**config.mk**
```make
export PLATFORM = sky130hd
export DESIGN_NAME = gregorian_date_subtract_unit
export DESIGN_NICKNAME = d
export VERILOG_FILES = /design/src/hdl/gdsu_pkg.sv /design/src/hdl/gdsu_front.sv /design/src/hdl/gdsu_back.sv /design/src/hdl/gregorian_date_subtract_unit.sv
export SDC_FILE = /design/constraint.sdc
export NUM_CORES = 2
export LEC_CHECK = 0
export BUFFER_PORTS_ARGS = -buffer_cell sky130_fd_sc_hd__buf_4
export CAP_MARGIN = 20
export CORE_UTILIZATION = 25
export DETAILED_ROUTE_END_ITERATION = 6
export PLACE_DENSITY_LB_ADDON = 0.15
export SYNTH_ARGS = -nofsm -noshare
export SYNTH_HDL_FRONTEND = slang
export SYNTH_SLANG_ARGS = --single-unit
```
**constraint.sdc**
```tcl
create_clock -name clk_i -period 11.2 [get_ports clk_i]
set_input_delay 1.12 -clock clk_i [delete_from_list [all_inputs] [get_ports clk_i]]
set_output_delay 1.12 -clock clk_i [all_outputs]
set_load 0.02 [all_outputs]
```
**src/hdl/gdsu_pkg.sv**
```systemverilog
// Package: shared types, codes and calendar helpers for the date subtract unit
`timescale 1ns / 1ps
package gdsu_pkg;

  localparam logic [1:0] CMD_DAYS   = 2'd0;
  localparam logic [1:0] CMD_WEEKS  = 2'd1;
  localparam logic [1:0] CMD_MONTHS = 2'd2;
  localparam logic [1:0] CMD_NOP    = 2'd3;

  localparam logic [1:0] ST_OK      = 2'd0;
  localparam logic [1:0] ST_INVALID = 2'd1;
  localparam logic [1:0] ST_UNDER   = 2'd2;

  localparam logic [17:0] D400 = 18'd146097;
  localparam logic [17:0] D100 = 18'd36524;
  localparam logic [17:0] D4   = 18'd1461;
  localparam logic [17:0] D1   = 18'd365;

  // reciprocals: /100 and /12 exact over their ranges, the day-cycle ones low by at most one
  localparam logic [13:0] RECIP_100  = 14'd10486;
  localparam logic [15:0] RECIP_12   = 16'd43691;
  localparam logic [9:0]  RECIP_D400 = 10'd918;
  localparam logic [8:0]  RECIP_D100 = 9'd459;
  localparam logic [10:0] RECIP_D4   = 11'd1435;

  localparam int unsigned CARRY_DEPTH = 7;

  // cumulative days before month m (non-leap), index 1..12
  function automatic logic [8:0] cum_days(input logic [3:0] m);
    case (m)
      4'd1:  cum_days = 9'd0;
      4'd2:  cum_days = 9'd31;
      4'd3:  cum_days = 9'd59;
      4'd4:  cum_days = 9'd90;
      4'd5:  cum_days = 9'd120;
      4'd6:  cum_days = 9'd151;
      4'd7:  cum_days = 9'd181;
      4'd8:  cum_days = 9'd212;
      4'd9:  cum_days = 9'd243;
      4'd10: cum_days = 9'd273;
      4'd11: cum_days = 9'd304;
      4'd12: cum_days = 9'd334;
      default: cum_days = 9'd0;
    endcase
  endfunction

  // leap test; the century quotient comes from a reciprocal multiply
  function automatic logic is_leap(input logic [13:0] y);
    logic [27:0] prod;
    logic [7:0]  q100;
    prod    = 28'(y) * 28'(RECIP_100);
    q100    = 8'(prod >> 20);
    is_leap = (y[1:0] == 2'd0) &&
              (((14'(q100) * 14'd100) != y) || (q100[1:0] == 2'd0));
  endfunction

  function automatic logic [4:0] month_len(input logic [3:0] m, input logic leap);
    case (m)
      4'd2: month_len = leap ? 5'd29 : 5'd28;
      4'd4, 4'd6, 4'd9, 4'd11: month_len = 5'd30;
      default: month_len = 5'd31;
    endcase
  endfunction

  typedef struct packed {
    logic        valid;
    logic [1:0]  cmd;
    logic [4:0]  day;
    logic [3:0]  mon;
    logic [13:0] yr;
    logic [15:0] amt;
    logic [1:0]  st;
  } front_t;

  typedef struct packed {
    front_t      f;
    logic [4:0]  md;
    logic [3:0]  mm;
    logic [13:0] my;
  } carry_t;

  typedef struct packed {
    logic        valid;
    logic [4:0]  day;
    logic [3:0]  mon;
    logic [13:0] yr;
    logic [1:0]  st;
  } res_t;

endpackage

```
**src/hdl/gdsu_front.sv**
```systemverilog
// Front stages: input check, day-number conversion and subtraction for all commands
`timescale 1ns / 1ps
module gdsu_front (
  input  logic               clk_i,
  input  logic               rst_ni,
  input  logic               adv_i,
  input  logic               in_valid_i,
  input  logic [1:0]         cmd_i,
  input  logic [4:0]         day_i,
  input  logic [3:0]         mon_i,
  input  logic [13:0]        yr_i,
  input  logic [15:0]        amt_i,
  output gdsu_pkg::front_t   f_o,
  output logic [21:0]        ord_o,
  output logic [4:0]         mday_o,
  output logic [3:0]         mmon_o,
  output logic [13:0]        myr_o
);
  import gdsu_pkg::*;

  // stage 1: validate, year part of ordinal, scale weeks to days, split amount into years and months
  front_t      s1_d, s1_q;
  logic [21:0] ybase_d, ybase_q;
  logic [18:0] sub_d, sub_q;
  logic        leap1_d, leap1_q;
  logic [12:0] aq_d, aq_q;
  logic [3:0]  ar_d, ar_q;
  logic [13:0] p;
  logic [27:0] pprod;
  logic [7:0]  pq100;
  logic [31:0] aprod;

  always_comb begin
    p       = yr_i - 14'd1;
    pprod   = 28'(p) * 28'(RECIP_100);
    pq100   = 8'(pprod >> 20);
    leap1_d = is_leap(yr_i);
    ybase_d = 22'(p) * 22'd365 + 22'(p >> 2) - 22'(pq100) + 22'(pq100 >> 2);
    sub_d   = (cmd_i == CMD_WEEKS) ? 19'(amt_i) * 19'd7 : 19'(amt_i);
    aprod   = 32'(amt_i) * 32'(RECIP_12);
    aq_d    = 13'(aprod >> 19);
    ar_d    = 4'(amt_i - 16'(aq_d) * 16'd12);
    s1_d.valid = in_valid_i;
    s1_d.cmd = cmd_i;
    s1_d.day = day_i;
    s1_d.mon = mon_i;
    s1_d.yr  = yr_i;
    s1_d.amt = amt_i;
    if (mon_i < 4'd1 || mon_i > 4'd12 || yr_i < 14'd1 || yr_i > 14'd9999 || day_i < 5'd1 ||
        day_i > month_len(mon_i, leap1_d))
      s1_d.st = ST_INVALID;
    else
      s1_d.st = ST_OK;
  end

  // stage 2: finish ordinal, month subtraction with borrow
  front_t      s2_d, s2_q;
  logic [21:0] ord_d, ord_q;
  logic [18:0] sub2_q;
  logic [3:0]  m0;
  logic        mbor;
  logic [14:0] ydiff;
  logic        mund_d, mund_q;
  logic [3:0]  mm2_d, mm2_q;
  logic [13:0] my2_d, my2_q;

  always_comb begin
    s2_d   = s1_q;
    ord_d  = ybase_q + 22'(cum_days(s1_q.mon)) +
             ((leap1_q && s1_q.mon > 4'd2) ? 22'd1 : 22'd0) + 22'(s1_q.day);
    m0     = s1_q.mon - 4'd1;
    mbor   = m0 < ar_q;
    mm2_d  = (mbor ? (m0 + 4'd12 - ar_q) : (m0 - ar_q)) + 4'd1;
    ydiff  = 15'(s1_q.yr) - 15'(aq_q) - 15'(mbor);
    mund_d = ydiff[14] || (ydiff == 15'd0);
    my2_d  = ydiff[13:0];
  end

  // stage 3: day subtraction, day clamp and underflow check
  logic [21:0] nd_d, nd_q;
  logic        ok_d;
  logic [4:0]  md_d, md_q;
  logic [3:0]  mm_q;
  logic [13:0] my_q;
  front_t      s3_d, s3_q;
  logic [4:0]  ml;

  always_comb begin
    s3_d = s2_q;
    ok_d = 22'(sub2_q) < ord_q;
    nd_d = ord_q - 22'(sub2_q) - 22'd1;
    ml   = month_len(mm2_q, is_leap(my2_q));
    md_d = (s2_q.day > ml) ? ml : s2_q.day;
    if (s2_q.st == ST_OK) begin
      case (s2_q.cmd)
        CMD_DAYS, CMD_WEEKS: if (!ok_d) s3_d.st = ST_UNDER;
        CMD_MONTHS: if (mund_q) s3_d.st = ST_UNDER;
        default: ;
      endcase
    end
  end

  always_ff @(posedge clk_i or negedge rst_ni) begin
    if (!rst_ni) begin
      s1_q    <= '0;
      s2_q    <= '0;
      s3_q    <= '0;
      ybase_q <= '0;
      sub_q   <= '0;
      leap1_q <= 1'b0;
      aq_q    <= '0;
      ar_q    <= '0;
      ord_q   <= '0;
      sub2_q  <= '0;
      mund_q  <= 1'b0;
      mm2_q   <= '0;
      my2_q   <= '0;
      nd_q    <= '0;
      md_q    <= '0;
      mm_q    <= '0;
      my_q    <= '0;
    end else if (adv_i) begin
      s1_q    <= s1_d;
      s2_q    <= s2_d;
      s3_q    <= s3_d;
      ybase_q <= ybase_d;
      sub_q   <= sub_d;
      leap1_q <= leap1_d;
      aq_q    <= aq_d;
      ar_q    <= ar_d;
      ord_q   <= ord_d;
      sub2_q  <= sub_q;
      mund_q  <= mund_d;
      mm2_q   <= mm2_d;
      my2_q   <= my2_d;
      nd_q    <= nd_d;
      md_q    <= md_d;
      mm_q    <= mm2_q;
      my_q    <= my2_q;
    end
  end

  assign f_o    = s3_q;
  assign ord_o  = nd_q;
  assign mday_o = md_q;
  assign mmon_o = mm_q;
  assign myr_o  = my_q;
endmodule

```
**src/hdl/gdsu_back.sv**
```systemverilog
// Back stages: day number back to a calendar date and result selection
`timescale 1ns / 1ps
module gdsu_back (
  input  logic               clk_i,
  input  logic               rst_ni,
  input  logic               adv_i,
  input  gdsu_pkg::front_t   f_i,
  input  logic [21:0]        ord_i,
  input  logic [4:0]         mday_i,
  input  logic [3:0]         mmon_i,
  input  logic [13:0]        myr_i,
  output gdsu_pkg::res_t     r_o
);
  import gdsu_pkg::*;

  carry_t      cin;
  carry_t      c_q [CARRY_DEPTH];

  assign cin = {f_i, mday_i, mmon_i, myr_i};

  // stage 4: 400 year estimate
  logic [21:0] aord_q;
  logic [31:0] p400;
  logic [5:0]  q400e_d, q400e_q;

  always_comb begin
    p400    = 32'(ord_i) * 32'(RECIP_D400);
    q400e_d = 6'(p400 >> 27);
  end

  // stage 5: 400 year correction
  logic [22:0] r4w;
  logic        fix400;
  logic [5:0]  q400;
  logic [17:0] r4_d, r4_q;
  logic [13:0] y5_d, y5_q;

  always_comb begin
    r4w    = 23'(aord_q) - 23'(q400e_q) * 23'(D400);
    fix400 = r4w >= 23'(D400);
    q400   = q400e_q + 6'(fix400);
    r4_d   = fix400 ? 18'(r4w - 23'(D400)) : 18'(r4w);
    y5_d   = 14'(q400) * 14'd400;
  end

  // stage 6: 100 year estimate
  logic [17:0] r4b_q;
  logic [13:0] y6_q;
  logic [27:0] p100;
  logic [2:0]  q100e_d, q100e_q;

  always_comb begin
    p100    = 28'(r4_q) * 28'(RECIP_D100);
    q100e_d = 3'(p100 >> 24);
  end

  // stage 7: 100 year correction and clamp
  logic [17:0] rr;
  logic        fix100;
  logic [1:0]  q100;
  logic [15:0] r100_d, r100_q;
  logic [13:0] y7_d, y7_q;

  always_comb begin
    rr     = r4b_q - 18'(q100e_q) * D100;
    fix100 = (rr >= D100) && (q100e_q < 3'd3);
    q100   = q100e_q[1:0] + 2'(fix100);
    r100_d = fix100 ? 16'(rr - D100) : 16'(rr);
    y7_d   = y6_q + 14'(q100) * 14'd100;
  end

  // stage 8: 4 year estimate
  logic [15:0] r100b_q;
  logic [13:0] y8_q;
  logic [26:0] p4;
  logic [4:0]  q4e_d, q4e_q;

  always_comb begin
    p4    = 27'(r100_q) * 27'(RECIP_D4);
    q4e_d = 5'(p4 >> 21);
  end

  // stage 9: 4 year correction
  logic [15:0] r1w;
  logic        fix4;
  logic [4:0]  q4;
  logic [10:0] r1_d, r1_q;
  logic [13:0] y9_d, y9_q;

  always_comb begin
    r1w  = r100b_q - 16'(q4e_q) * 16'(D4);
    fix4 = r1w >= 16'(D4);
    q4   = q4e_q + 5'(fix4);
    r1_d = fix4 ? 11'(r1w - 16'(D4)) : 11'(r1w);
    y9_d = y8_q + 14'(q4) * 14'd4;
  end

  // stage 10: single year
  logic [1:0]  q1;
  logic [8:0]  doy_d, doy_q;
  logic [13:0] y_d, y_q;

  always_comb begin
    if (r1_q >= 11'(D1) * 11'd3)
      q1 = 2'd3;
    else if (r1_q >= 11'(D1) * 11'd2)
      q1 = 2'd2;
    else if (r1_q >= 11'(D1))
      q1 = 2'd1;
    else
      q1 = 2'd0;
    doy_d = 9'(r1_q - 11'(q1) * 11'(D1));
    y_d   = y9_q + 14'(q1) + 14'd1;
  end

  // stage 11: month search and output select
  res_t        r_d, r_q;
  carry_t      cl;
  logic        lp;
  logic [3:0]  mo;
  logic [9:0]  c;

  always_comb begin
    cl = c_q[CARRY_DEPTH-1];
    lp = is_leap(y_q);
    mo = 4'd1;
    for (int k = 2; k <= 12; k++) begin
      c = 10'(cum_days(4'(k))) + ((lp && k > 2) ? 10'd1 : 10'd0);
      if (10'(doy_q) >= c) mo = 4'(k);
    end
    c = 10'(cum_days(mo)) + ((lp && mo > 4'd2) ? 10'd1 : 10'd0);
    r_d.valid = cl.f.valid;
    r_d.st  = cl.f.st;
    r_d.day = 5'd1;
    r_d.mon = 4'd1;
    r_d.yr  = 14'd1;
    if (cl.f.st == ST_OK) begin
      case (cl.f.cmd)
        CMD_DAYS, CMD_WEEKS: begin
          r_d.day = 5'(10'(doy_q) - c) + 5'd1;
          r_d.mon = mo;
          r_d.yr  = y_q;
        end
        CMD_MONTHS: begin
          r_d.day = cl.md;
          r_d.mon = cl.mm;
          r_d.yr  = cl.my;
        end
        default: begin
          r_d.day = cl.f.day;
          r_d.mon = cl.f.mon;
          r_d.yr  = cl.f.yr;
        end
      endcase
    end
  end

  always_ff @(posedge clk_i or negedge rst_ni) begin
    if (!rst_ni) begin
      for (int k = 0; k < CARRY_DEPTH; k++) c_q[k] <= '0;
      aord_q  <= '0;
      q400e_q <= '0;
      r4_q    <= '0;
      y5_q    <= '0;
      r4b_q   <= '0;
      y6_q    <= '0;
      q100e_q <= '0;
      r100_q  <= '0;
      y7_q    <= '0;
      r100b_q <= '0;
      y8_q    <= '0;
      q4e_q   <= '0;
      r1_q    <= '0;
      y9_q    <= '0;
      doy_q   <= '0;
      y_q     <= '0;
      r_q     <= '0;
    end else if (adv_i) begin
      c_q[0] <= cin;
      for (int k = 1; k < CARRY_DEPTH; k++) c_q[k] <= c_q[k-1];
      aord_q  <= ord_i;
      q400e_q <= q400e_d;
      r4_q    <= r4_d;
      y5_q    <= y5_d;
      r4b_q   <= r4_q;
      y6_q    <= y5_q;
      q100e_q <= q100e_d;
      r100_q  <= r100_d;
      y7_q    <= y7_d;
      r100b_q <= r100_q;
      y8_q    <= y7_q;
      q4e_q   <= q4e_d;
      r1_q    <= r1_d;
      y9_q    <= y9_d;
      doy_q   <= doy_d;
      y_q     <= y_d;
      r_q     <= r_d;
    end
  end

  assign r_o = r_q;
endmodule

```
**src/hdl/gregorian_date_subtract_unit.sv**
```systemverilog
// Top level: pipelined Gregorian date subtraction
// Throughput: one item per cycle; the whole pipeline holds while out_stall_i is high
// and the output register is full.
// Reset: asynchronous active low; clears all pipeline registers, no clearing pass.
`timescale 1ns / 1ps
module gregorian_date_subtract_unit (
  input  logic        clk_i,
  input  logic        rst_ni,
  input  logic        in_valid_i,
  output logic        in_stall_o,
  input  logic [1:0]  cmd_i,
  input  logic [4:0]  start_day_i,
  input  logic [3:0]  start_month_i,
  input  logic [13:0] start_year_i,
  input  logic [15:0] amount_i,
  output logic        out_valid_o,
  input  logic        out_stall_i,
  output logic [4:0]  result_day_o,
  output logic [3:0]  result_month_o,
  output logic [13:0] result_year_o,
  output logic [1:0]  status_o
);
  import gdsu_pkg::*;

  front_t      f;
  res_t        r;
  logic [21:0] ord;
  logic [4:0]  mday;
  logic [3:0]  mmon;
  logic [13:0] myr;
  logic        adv;

  assign adv = !(r.valid && out_stall_i);
  assign in_stall_o = !adv;

  gdsu_front u_front (
    .clk_i, .rst_ni, .adv_i(adv), .in_valid_i,
    .cmd_i, .day_i(start_day_i), .mon_i(start_month_i), .yr_i(start_year_i),
    .amt_i(amount_i), .f_o(f), .ord_o(ord),
    .mday_o(mday), .mmon_o(mmon), .myr_o(myr)
  );

  gdsu_back u_back (
    .clk_i, .rst_ni, .adv_i(adv), .f_i(f), .ord_i(ord),
    .mday_i(mday), .mmon_i(mmon), .myr_i(myr), .r_o(r)
  );

  assign out_valid_o    = r.valid;
  assign result_day_o   = r.day;
  assign result_month_o = r.mon;
  assign result_year_o  = r.yr;
  assign status_o       = r.st;
endmodule
```
* Word-level counts from Yosys, hierarchy flattened
Memory sizes are Yosys's and may differ from the RTL's. Cells that the tools add are included.
Storage, ports and cells: register bits 830, memory bits (read-only) 288, input bits 45, output and inout bits 27, logic and storage cells 294, memories kept 2
Cells by class: $add $sub $neg 44, multiply operators 20, $lt $le $gt $ge 29, equal/unequal tests 18, multiplexer cells 34, reductions and logical operators 31
Memories:
- (name not given) | words 16, bits a word 9, rd ports 1, clocked after Yosys merged registers in 0, write ports 0, RTL line gdsu_pkg.sv:30 | case (m)
- (name not given) | words 16, bits a word 9, rd ports 1, clocked after Yosys merged registers in 0, write ports 0, RTL line gdsu_pkg.sv:30
Operators by type and width (number):
- $mul A14 B13 Y27 const B | 4
- $ge A9 B10 Y1 | 10
- $pmux W23 S2 | 1
- $mux W4 | 11
- $ne A14 B14 Y1 | 3
- $add A8 B10 Y10 const A | 4
- $mul A8 B5 Y12 const B | 3
- $mul A16 B16 Y32 const B | 1
- $mul A22 B9 Y31 const B | 1
- $add A9 B10 Y10 const A | 3
- $mul A18 B9 Y27 const B | 1
- $mul A16 B11 Y26 const B | 1
- $ge A23 B18 Y1 const B | 1
- $mul A5 B18 Y23 const B | 1
- $mux W23 | 1
- $sub A22 B23 Y23 | 1
- $add A22 B12 Y22 | 1
- $add A22 B22 Y22 | 1
- $add A22 B5 Y22 | 1
- $add A22 B6 Y22 | 1
- $add A22 B9 Y22 | 1
- $lt A19 B22 Y1 | 1
- $mul A14 B9 Y22 const B | 1
- $sub A22 B1 Y22 const B | 1
- 69 further kinds | 121

* Longest topological paths before layout
depth in word-level cells 26, mapped depth 59, depth with buffers taken out 59

* Modules after synthesis
Synthesis repeated with hierarchy kept, for this count alone.
Second synthesis, totals: cells, all modules 7240, area, all modules 77844.7 um^2
Modules (own cells, without submodules):
- gdsu_back | instances 1, cells an instance 3737, area each 42714.7 um^2, seq. area each 14413.8 um^2
- gdsu_front | instances 1, cells an instance 3501, area each 35119.9 um^2, seq. area each 7257.0 um^2
- gregorian_date_subtract_unit | instances 1, cells an instance 2, area each 10.0 um^2, seq. area each 0.0 um^2

* Least setup slack after synthesis
No wires, ideal clock.
kind input-to-reg, start point input port start_year_i[2], end point register u_front.ybase_q[21], library setup time 137 ps, data arrival time 11473 ps, required time 11063 ps, slack -410 ps, stages 43, path buffers 0, cells stage by stage inv_1 > ha_1 > a21boi_0 > nand2_1 > nand2_1 > nand2_1 > nand2_1 > nand3_1 > xnor2_1 > inv_1 > fa_1 > inv_1 > ha_1 > fa_1 > fa_1 > fa_1 > ha_1 > nand2_1 > (+7 left out) > a21o_1 > a21oi_1 > xnor2_1 > fa_1 > fa_1 > fa_1 > fa_1 > ha_1 > inv_1 > o21ai_0 > a21oi_1 > o21ai_0 > a41oi_1 > a31oi_1 > a211o_1 > a21oi_1 > xnor2_1 > a21oi_1
On the way: longest elaborated chain between the ends 5, elaborated cells on any way between the ends 6, classes of those cells add/sub (4); mul (2)
Ends and longest elaborated chain:
- start: declaration | RTL line gregorian_date_subtract_unit.sv:14 | input logic [13:0] start_year_i,
- $sub A14 B1 Y14 * | RTL line gdsu_front.sv:34 | p = yr_i - 14'd1;
- $mul A14 B9 Y22 | RTL line gdsu_front.sv:38 | ybase_d = 22'(p) * 22'd365 + 22'(p >> 2) - 22'(pq100) + 22'(pq100 >> 2);
- $add A22 B12 Y22 | RTL line gdsu_front.sv:38
- $sub A22 B8 Y22 | RTL line gdsu_front.sv:38
- $add A22 B6 Y22 * | RTL line gdsu_front.sv:38
- end signal: assignment | RTL line gdsu_front.sv:126 | ybase_q <= ybase_d;
- end: declaration | RTL line gdsu_front.sv:23 | logic [21:0] ybase_d, ybase_q;
Every way passes the cells marked *; elsewhere a longest branch is shown, timed or not. A chain may end at the register's enable or synchronous reset.

* Final worst setup path
start point register u_back.y_q[2], end point register u_back.r_q (netlist bit u_back.r_o[24])
On the way: longest elaborated chain between the ends 26, elaborated cells on any way between the ends 46, classes of those cells add/sub (13); mul (2); order compare (11); eq/ne (1); mux (14); reduce/logical (4); memory (1)
Ends and longest elaborated chain:
- start: declaration | RTL line gdsu_back.sv:101 | logic [13:0] y_d, y_q;
- start signal: assignment | RTL line gdsu_back.sv:196 | y_q <= y_d;
- $mul A14 B13 Y27 | RTL line gdsu_pkg.sv:51 | prod = 28'(y) * 28'(RECIP_100);
- $mul A8 B5 Y12 | RTL line gdsu_pkg.sv:54 | (((14'(q100) * 14'd100) != y) || (q100[1:0] == 2'd0));
- $ne A14 B14 Y1 | RTL line gdsu_pkg.sv:54
- $logic_or A1 B1 Y1 * | RTL line gdsu_pkg.sv:54
- $logic_and A1 B1 Y1 * | RTL line gdsu_pkg.sv:53 | is_leap = (y[1:0] == 2'd0) &&
- $mux W1 | RTL line gdsu_back.sv:128 | c = 10'(cum_days(4'(k))) + ((lp && k > 2) ? 10'd1 : 10'd0);
- $add A6 B10 Y10 | RTL line gdsu_back.sv:128
- $ge A9 B10 Y1 | RTL line gdsu_back.sv:129 | if (10'(doy_q) >= c) mo = 4'(k);
- $mux W4 (10 in series) | RTL line gdsu_back.sv:129
- $gt A4 B2 Y1 | RTL line gdsu_back.sv:131 | c = 10'(cum_days(mo)) + ((lp && mo > 4'd2) ? 10'd1 : 10'd0);
- $logic_and A1 B1 Y1 | RTL line gdsu_back.sv:131
- $mux W1 | RTL line gdsu_back.sv:131
- $add A5 B5 Y5 * | RTL line gdsu_back.sv:131
- $sub A5 B5 Y5 * | RTL line gdsu_back.sv:140 | r_d.day = 5'(10'(doy_q) - c) + 5'd1;
- $add A5 B1 Y5 * | RTL line gdsu_back.sv:140
- $pmux W23 S2 * | RTL line gdsu_back.sv:138 | case (cl.f.cmd)
- $mux W23 * | RTL line gdsu_back.sv:137 | if (cl.f.st == ST_OK) begin
- end signal: assignment | RTL line gdsu_back.sv:197 | r_q <= r_d;
- end: declaration | RTL line gdsu_back.sv:117 | res_t r_d, r_q;
Marked as above.

==> results_dict.tcl <==
set metrics [dict create \
    start_kind "register" \
    final_cell_mix "1792 x nand2_1, 1256 x inv_1, 1225 x ha_1, 816 x dfrtp_1, 695 x fa_1" \
    synthSimpleGateAreaFrac 0.126 \
    nFillCells 32100 \
    netlist.top_cell.by_area "dfrtp_1" \
    hold_viol 0 \
    dp_cells 12200 \
    crit_type "register to register" \
    io_buffers 71 \
    cts_buffers 106 \
    synth_area_leaders "dfrtp_1 27%, ha_1 21%, fa_1 18%" \
    dp_hpwl_um 152000 \
    die_w_um 552 \
    h-tree-depth 3 \
    whs_ns 0.354 \
    yosysWarnings 0 \
    synthCells 8091 \
    design_area_um2 86700 \
    rrSetupSlack_ns -0.22 \
    synth_seq_cells 821 \
    grt_pass1_vias 56000 \
    crit_fanout 3 \
    synth_cell_types 88 \
    grt_max_degree 220 \
    violations "negative setup slack" \
    io_pins 72 \
    finalSetupViolCount 3 \
    r2r-end "u_back.r_o[24]" \
    cp-end-kind "register" \
    pre_cts_ws_ns -0.972 \
    cpMostUsedCell "ha_4" \
    crit_arrival_ns 12.03 \
    slew_violations 0 \
    slowest_delay_ns 0.56 \
    clock-skew-final_ns 0.0666 \
    avgSynthCellArea_um2 9.34 \
    avgViaCountPerCell 4.25 \
    synth-adder-area-share 0.390 \
    antenna_found_initial 10 \
    drcViolationCount 0 \
    synth_compound_area_frac 0.0891 \
    r2r_cells 60 \
    gr-usage-met1 0.181 \
    cts.clk_slew.worst_paths_ns 0.06 \
    grt.busiest_layer "met2" \
    cts_root_buf "clkbuf_16" \
    grt_pass1_wl_um 316000 \
    drt_iter0_markers 2412 \
    wire_per_inst_um 15.6 \
    final_common_cell "nand2_1" \
    drtPass1Iterations 5 \
    min_period_ns 11.42 \
    slowest_stage "fa_2" \
    regArea_um2 20600 \
    cts.sinks 821 \
    synth_ff_type "dfrtp_1" \
    status "finished, violations left" \
    dieArea_um2 304000 \
    worstHoldPathType "input port to async pin" \
    clock_latency_ns 0.77 \
    syn2layout_area_growth_pct 14.7 \
    ys_seq_area_frac 0.272 \
    finalWorstSetupSlack_ns -0.217 \
    required_ns 11.81 \
    clock.fmax_ghz 0.0876 \
    die_h_um 552 \
    tritoncts "yes" \
    final_nets 10300 \
    maxSlewHeadroom 0.282 \
    synth_mux_area_frac 0.00649 \
    place_congestion 0.830 \
    synth_area_um2 75500 \
    ant_nets 0 \
    core_region_area_um2 300000 \
    rsz0062_at_grt "yes" \
    cts_max_path_buffers 3 \
    yosysTopAreaCellShare 0.272 \
    globalRoute.totalOverflow 0 \
    cts.hold.buffers_added 0 \
    worst_pin_slew_ns 1.08 \
    multi_input_area_um2 49900 \
    synth-edff-count 0 \
    floorplan.initialDensity 0.252 \
    rows 201 \
    synth_top_family_by_area "adder cells" \
    period_share 1.02 \
    synth_xor_area_frac 0.0417 \
    crit-reg2reg-launch "u_back.y_q[2]" \
    vias 52600 \
    instances_no_fill 12400 \
    grt_usage 0.130 \
    cap_viol_max_count 0 \
    postSynth.asyncResetShare 1.00 \
    drt-total-wl_um 193000 \
    synth_fp_nets 10100 \
    drive_gt1_frac 0.0783 \
    placed_area_um2 82400 \
    grt_use_met3 0.0143 \
    gr-usage-met2 0.215 \
]
## worst max-delay path, delay by kind of cell, from the launching register on
family	cells	cell delay, ns
compound gates	19	3.51
xor+xnor	3	0.39
fa+ha+maj	15	4.72
buf+inv	13	1.22
flops	1	0.42
simple gates	10	1.00
## final cells by class
type | count | share of cell area
antenna | 2 | 0.0000577
multi-input combinational | 5778 | 0.576
sequential | 821 | 0.237
tap | 3958 | 0.0571
clock buffer | 160 | 0.0357
timing repair buffer | 364 | 0.0330
inverter | 1273 | 0.0552
clock inverter | 33 | 0.00608
## layer usage
layer,up-vias,wire length (um),share of wire
met3,191,4720,0.024
met1,25400,94900,0.49
li1,26600,-,-
met2,434,89100,0.46
met5,-,91,0.00047
met4,14,4280,0.022
## registers in the layout, summed over array words and instances (netlist names), 18 cells and up
register         flops
u_back.r_o          26
u_front.ybase_q     22
u_front.ord_o       22
u_back.aord_q       22
u_front.sub_q       18
u_front.sub2_q      19
u_front.s2_q        27
u_back.r4b_q        18
u_front.s1_q        27
u_front.f_o         28
u_front.ord_q       22
u_back.r4_q         18
u_back.c_q         357
## cells by family after synthesis
kind of cell	count (synthesis)
and+or+nand+nor	2350
xor gates and xnor gates	355
buffers and inverters	1492
adders and majority gates	1937
DFF	821
AOI/OAI and AO/OA	1090
muxes	46
## per-stage QoR
stage           util  TNS [ns]
2_1_floorplan      -         0
3_3_place_gp   0.275     -6.10
3_5_place_dp   0.275     -7.36
4_1_cts        0.288    -0.855
5_1_grt        0.289     -2.85
6_report       0.289    -0.393
## synthesized netlist by cell type, types with 8 or more instances
cell type  instances
o211ai_1          21
or3_1             16
a211o_1           12
o21a_1            32
a311oi_1           8
inv_1           1272
o2111ai_1         10
o21bai_1          21
a211oi_1          26
a31o_2            12
nand2_1         1795
nor4_1            16
nand3_1           50
nand4_1           32
nor3_1            49
o31ai_1           26
a21oi_1          268
fa_1             697
and3_1            26
nor2_1           247
nand2b_1          23
o21ai_1           10
clkbuf_1         201
a31oi_1           35
o41ai_1            8
mux2_2            10
and2_1            16
mux2i_1           34
ha_1            1240
or2_2             13
xnor2_1          236
a2111oi_0         10
a21boi_0          22
a21o_1           117
xor2_1           116
nor2b_1           34
dfrtp_1          821
buf_1             14
o21ai_0          377
## how the worst max path moves through the flow
stage | start | end | slack, ns | depth (start not counted)
CTS | u_back.y_q[11] | u_back.r_o[24] | -0.32 | 59
floorplan | start_year_i[2] | u_front.ybase_q[21] | 0.006 | 43
finish | u_back.y_q[2] | u_back.r_o[24] | -0.22 | 60
global route | u_back.y_q[2] | u_back.r_o[24] | -0.82 | 62
detailed placement | u_back.y_q[2] | u_back.r_o[24] | -0.97 | 58
global placement | u_back.y_q[2] | u_back.r_o[24] | -0.94 | 59
## timing repair
| action | in CTS | in global routing |
|---|---|---|
| setup buffers | 12 | 7 |
| resized for setup | 49 | 50 |
| pin swaps | 49 | 65 |
| endpoints found under the setup margin | 5 | 14 |
Power is not shown: default switching activity piles up to over one toggle a cycle in this logic, so the estimate is an artifact.
